`config.mk`:
```
export PLATFORM = sky130hd
export DESIGN_NAME = smstep_alu
export DESIGN_NICKNAME = d
export VERILOG_FILES = /design/src/sv/smstep_pkg.sv /design/src/sv/smstep_alu.sv
export SDC_FILE = /design/constraint.sdc
export NUM_CORES = 1
export LEC_CHECK = 0
export BUFFER_PORTS_ARGS = -buffer_cell sky130_fd_sc_hd__buf_4
export CAP_MARGIN = 40
export CORE_MARGIN = 4
export CORE_UTILIZATION = 60
export CTS_BUF_LIST = sky130_fd_sc_hd__clkbuf_4 sky130_fd_sc_hd__clkbuf_8 sky130_fd_sc_hd__clkbuf_16
export CTS_CLUSTER_SIZE = 8
export DETAILED_ROUTE_END_ITERATION = 7
export GPL_ROUTABILITY_DRIVEN = 1
export PLACE_DENSITY = 0.87
export SYNTH_ARGS = -nofsm -noshare
export SYNTH_HDL_FRONTEND = slang
export SYNTH_SLANG_ARGS = --single-unit
```
`constraint.sdc`:
```
create_clock -name clock -period 23.3 [get_ports clock]
set_input_delay 4.66 -clock clock [delete_from_list [all_inputs] [get_ports clock]]
set_output_delay 4.66 -clock clock [all_outputs]
set_load 0.03 [all_outputs]
```
`src/sv/smstep_pkg.sv`:
```
// Package: shared types, opcodes and status codes of the stack machine step block.
`default_nettype none
package smstep_pkg;

   localparam int unsigned STACK_DEPTH_DEF   = 1024;
   localparam int unsigned PROGRAM_DEPTH_DEF = 1024;
   localparam int unsigned WORD_W   = 64;
   localparam int unsigned OPCODE_W = 4;
   localparam int unsigned ADDR_W   = 10;
   localparam int unsigned COUNT_W  = 11;
   localparam int unsigned STATUS_W = 3;

   typedef enum logic [OPCODE_W-1:0] {
      OP_NOP    = 4'd0,
      OP_PUSH   = 4'd1,
      OP_DUP    = 4'd2,
      OP_PLUS   = 4'd3,
      OP_MINUS  = 4'd4,
      OP_MULT   = 4'd5,
      OP_DIV    = 4'd6,
      OP_JMP    = 4'd7,
      OP_JMP_IF = 4'd8,
      OP_EQ     = 4'd9,
      OP_HALT   = 4'd10,
      OP_PRINT  = 4'd11
   } opcode_type;

   typedef enum logic [STATUS_W-1:0] {
      ST_OK              = 3'd0,
      ST_OVERFLOW        = 3'd1,
      ST_UNDERFLOW       = 3'd2,
      ST_ILLEGAL_INST    = 3'd3,
      ST_DIV_ZERO        = 3'd4,
      ST_ILLEGAL_ACCESS  = 3'd5,
      ST_ILLEGAL_OPERAND = 3'd6
   } status_type;

   localparam logic ACTION_LOAD = 1'b0;
   localparam logic ACTION_EXEC = 1'b1;

   typedef struct packed {
      logic                action;
      logic [ADDR_W-1:0]   load_address;
      logic [OPCODE_W-1:0] load_opcode;
      logic signed [WORD_W-1:0] load_operand;
   } req_type;

   typedef struct packed {
      logic [STATUS_W-1:0] status;
      logic                halted;
      logic [COUNT_W-1:0]  next_ip;
      logic [COUNT_W-1:0]  stack_depth;
      logic                print_valid;
      logic signed [WORD_W-1:0] print_value;
   } rsp_type;

   // Control between the sequencer and the shared arithmetic unit.
   typedef struct packed {
      logic start;
      logic is_div;
   } alu_ctl_type;

   typedef struct packed {
      logic done;
      logic busy;
   } alu_sts_type;

endpackage
`default_nettype wire

```
`src/sv/smstep_alu.sv`:
```
// Shared multi-cycle unit: shift-add multiply and restoring signed divide.
`default_nettype none
module smstep_alu (
   input  wire logic                         clock,
   input  wire logic                         reset,
   input  wire smstep_pkg::alu_ctl_type      ctl,
   input  wire logic [smstep_pkg::WORD_W-1:0] a,
   input  wire logic [smstep_pkg::WORD_W-1:0] b,
   output smstep_pkg::alu_sts_type           sts,
   output logic [smstep_pkg::WORD_W-1:0]     result
);
   localparam int unsigned W  = smstep_pkg::WORD_W;
   localparam int unsigned CW = $clog2(W + 1);

   logic [CW-1:0]  count_ff;
   logic           busy_ff;
   logic           done_ff;
   logic           div_ff;
   logic           neg_ff;
   logic [W-1:0]   acc_ff;   // product or remainder
   logic [W-1:0]   opa_ff;   // multiplicand, or dividend/quotient shift
   logic [W-1:0]   opb_ff;   // multiplier, or divisor magnitude
   logic [W:0]     trial;
   logic [W-1:0]   rem_shift;
   logic [W-1:0]   abs_a;
   logic [W-1:0]   abs_b;

   assign abs_a = a[W-1] ? (~a + 1'b1) : a;
   assign abs_b = b[W-1] ? (~b + 1'b1) : b;
   assign rem_shift = {acc_ff[W-2:0], opa_ff[W-1]};
   assign trial = {1'b0, rem_shift} - {1'b0, opb_ff};

   always_ff @(posedge clock) begin
      if (reset) begin
         busy_ff  <= 1'b0;
         done_ff  <= 1'b0;
         count_ff <= '0;
      end else begin
         done_ff <= 1'b0;
         if (ctl.start) begin
            busy_ff  <= 1'b1;
            count_ff <= CW'(W);
            div_ff   <= ctl.is_div;
            neg_ff   <= a[W-1] ^ b[W-1];
            acc_ff   <= '0;
            if (ctl.is_div) begin
               opa_ff <= abs_a;
               opb_ff <= abs_b;
            end else begin
               opa_ff <= a;
               opb_ff <= b;
            end
         end else if (busy_ff) begin
            if (count_ff == '0) begin
               // Apply sign to the quotient; wraps for most negative / -1.
               if (div_ff && neg_ff) acc_ff <= ~opa_ff + 1'b1;
               else if (div_ff)      acc_ff <= opa_ff;
               busy_ff <= 1'b0;
               done_ff <= 1'b1;
            end else begin
               count_ff <= count_ff - 1'b1;
               if (div_ff) begin
                  if (!trial[W]) begin
                     acc_ff <= trial[W-1:0];
                     opa_ff <= {opa_ff[W-2:0], 1'b1};
                  end else begin
                     acc_ff <= rem_shift;
                     opa_ff <= {opa_ff[W-2:0], 1'b0};
                  end
               end else begin
                  if (opb_ff[0]) acc_ff <= acc_ff + opa_ff;
                  opa_ff <= {opa_ff[W-2:0], 1'b0};
                  opb_ff <= {1'b0, opb_ff[W-1:1]};
               end
            end
         end
      end
   end

   assign sts.done = done_ff;
   assign sts.busy = busy_ff;
   assign result   = acc_ff;

   a_no_restart: assert property (@(posedge clock) disable iff (reset)
      busy_ff |-> !ctl.start) else $error("alu restarted while busy");
   a_done_after_busy: assert property (@(posedge clock) disable iff (reset)
      $rose(done_ff) |-> $past(busy_ff)) else $error("alu done without work");
   a_done_pulse: assert property (@(posedge clock) disable iff (reset)
      done_ff |=> !done_ff) else $error("alu done held");
endmodule
`default_nettype wire

```
==> flow_summary.toml <==
[global_routing]
antenna_found_initial = 0
grt_pass1_vias = 21200
grt_first_pass_wirelength_mm = 112
track_usage = 0.360
grt_max_degree = 90
grt.overflow.total = 0

[clock_network]
htreeDepth = 1
clkLatencyLatePin_ns = 0.58
postCtsSetupRepairBufs = 0
clock_path_buffers = 3
clkSlewWorstSetupHoldPaths_ns = 0.05
cts_root_buf = "clkbuf_16"
numCtsBuffers = 29
cts_sinks = 203
cts_tree = "built"
ctsResizeCount = 0
hold_buffers = 0

[power_and_ir_drop]
p_leak_uw = 0.00944
cellPowerDensity_nw_per_um2 = 63.7
peakVddDrop_mv = 0.0618

[die]
die-area_um2 = 38800
rows = 68
ios = 198
fp.coreArea_um2 = 34900
die_x_um = 197
start_util = 0.615
fp.dieH_um = 197

[route]
detail-route-antenna-nets = 0
post_drt_wl_per_cell_um = 22.3
wl_mm = 73.4
vias = 21700
dr.pass1.iters = 8
drt_iter0_drc = 2072
via_per_inst = 6.61
drc_errors = 0

[synthesis]
yosysSeqAreaShare = 0.280
yosys_warnings = 0
ys_dominant_reg_cell = "edfxtp_1"
synth_area_um2 = 21400
syn_area_per_cell_um2 = 7.87
synthCells = 2725
synth-edff-count = 194
syn_nets = 2990
ys_types = 88
synth_seq_cells = 203
synthArstFlopShare = 0

[timing]
slew_headroom = 0.358
timing.final.crit_share = 0.333
hold_viol = 0
finalSetupTns_ns = 0
fmax_mhz = 129
drv_slew = 0
timing.final.crit_period_ns = 7.76
setup_ws_ns = 15.54
clock_skew_ns = 0.0168
tightest_slew_ns = 0.962
finalSetupViolations = 0
grt_setup_unrepaired = "false"

[cells_and_area]
antennaDiodeCount = 0
fillers = 2944
drive_gt1_frac = 0.110
finalNetCount = 3085
mostFrequentLayoutCells = "a21oi_1 (401), nor2_1 (332), buf_4 (213), nand2_1 (198), edfxtp_1 (194)"
multi_input_area_um2 = 14400
area_delta_synth_final_pct = 11.8
layout_commonest_cell = "a21oi_1"
final-seq-area_um2 = 6010

[placed_design]
portBuffers = 197
place_congestion = 1.02
hpwl_mm = 57.2
pre_cts_slack_ns = 15.05

[critical_path]
crit_type = "input pin to flop"
critPathRequiredTime_ns = 23.58
end_kind = "flop"
worstSetupStartpointType = "input pin"
cp.arrival_ns = 8.04
path_max_fanout = 5

[hold_path]
hp-class = "flop to flop"

[run]
max_cap_violations = 0

[outcome]
status = "complete, no violations"
## cell families (layout without fill, tap and decap cells)
kind of cell	count (synthesis)	in the layout	synth area share
AO/OA/AOI/OAI	939	939	0.275
AND/OR/NAND/NOR	855	855	0.188
XOR/XNOR	296	296	0.121
buffers and inverters	284	393	0.0508
flip-flops	203	203	0.280
adder cells (fa/ha/maj)	133	133	0.0783
multiplexers	15	15	0.00735
## registers in the layout (all words and copies together) (netlist names)
signal,flops
opa_ff,64
busy_ff,1
opb_ff,64
neg_ff,1
count_ff,7
done_ff,1
result,64
div_ff,1
## cell type report
| type | instances | share of cell area |
|---|---|---|
| tap | 455 | 0.0237 |
| timing repair buffer | 217 | 0.0697 |
| sequential | 203 | 0.250 |
| clock inverter | 2 | 0.000522 |
| clock buffer | 43 | 0.0346 |
| multi-input combinational | 2238 | 0.600 |
| inverter | 131 | 0.0205 |
## worst paths after layout
check                                           endpoint  slack, ns                     start  cells after the start
worst min register to register  count_ff[5]$_SDFFE_PP0P_       0.51  count_ff[5]$_SDFFE_PP0P_                      2
worst max register to register  result[53]$_SDFFCE_PP0P_      17.95      opa_ff[63]$_DFFE_PP_                     13
worst min-delay path            count_ff[5]$_SDFFE_PP0P_       0.51  count_ff[5]$_SDFFE_PP0P_                      2
worst max-delay path                opa_ff[60]$_DFFE_PP_      15.54                     a[14]                     11
## worst max-delay path: stages
cell     delay [ns]
buf_4          0.12
or4_1          0.60
or4_4          0.49
nor4_1         0.62
nand3_1        0.35
nor2_1         0.28
nand2_1        0.16
nor4_4         0.30
a31oi_1        0.17
xnor2_1        0.20
a21oi_1        0.09
## Yosys cell counts, types with 11 or more instances
master,instances,area share
a211oi_1,45,0.016
a21boi_0,12,0.0042
a21o_1,52,0.018
a21oi_1,402,0.094
a221oi_1,11,0.0045
a31oi_1,35,0.010
and2_1,21,0.0061
and3_1,28,0.0082
buf_2,12,0.0028
clkbuf_1,136,0.024
edfxtp_1,194,0.27
ha_1,131,0.076
inv_1,130,0.023
mux2i_1,12,0.0056
nand2_1,198,0.035
nand2b_1,21,0.0061
nand3_1,47,0.011
nand4_1,41,0.012
nor2_1,335,0.059
nor3_1,60,0.014
nor4_1,23,0.0067
o211ai_1,34,0.012
o21ai_0,141,0.033
o21bai_1,31,0.011
o22ai_1,17,0.0050
o31ai_1,34,0.012
o41ai_1,16,0.0065
or3_1,19,0.0055
or4_1,16,0.0056
xnor2_1,175,0.071
xor2_1,121,0.049
## report_power, final
group          switching [uW]  internal [uW]  total [uW]
clock                     169            242         411
combinational             391            237         628
sequential               47.5            442         490
## metal layers
metal,up-vias,global-route usage,part of all wire,routed length (um)
met5,-,0,0,0
met4,0,0.247,0.081,5970
met3,334,0.0459,0.071,5180
met2,1005,0.625,0.49,35600
met1,10200,0.414,0.36,26600
li1,10200,-,-,-
## per-stage QoR
stage	util	total power [uW]	instance area [um2]	cells	hold WS, ns
floorplan	-	917	21400	2725	0.456
global placement	0.662	1090	23100	3241	0.486
detailed placement	0.663	1110	23100	3244	0.492
CTS	0.687	1520	24000	3289	0.511
global route	0.687	1600	24000	3289	0.546
finish	0.687	1530	24000	3289	0.508
(Power assumes the default switching activity.)
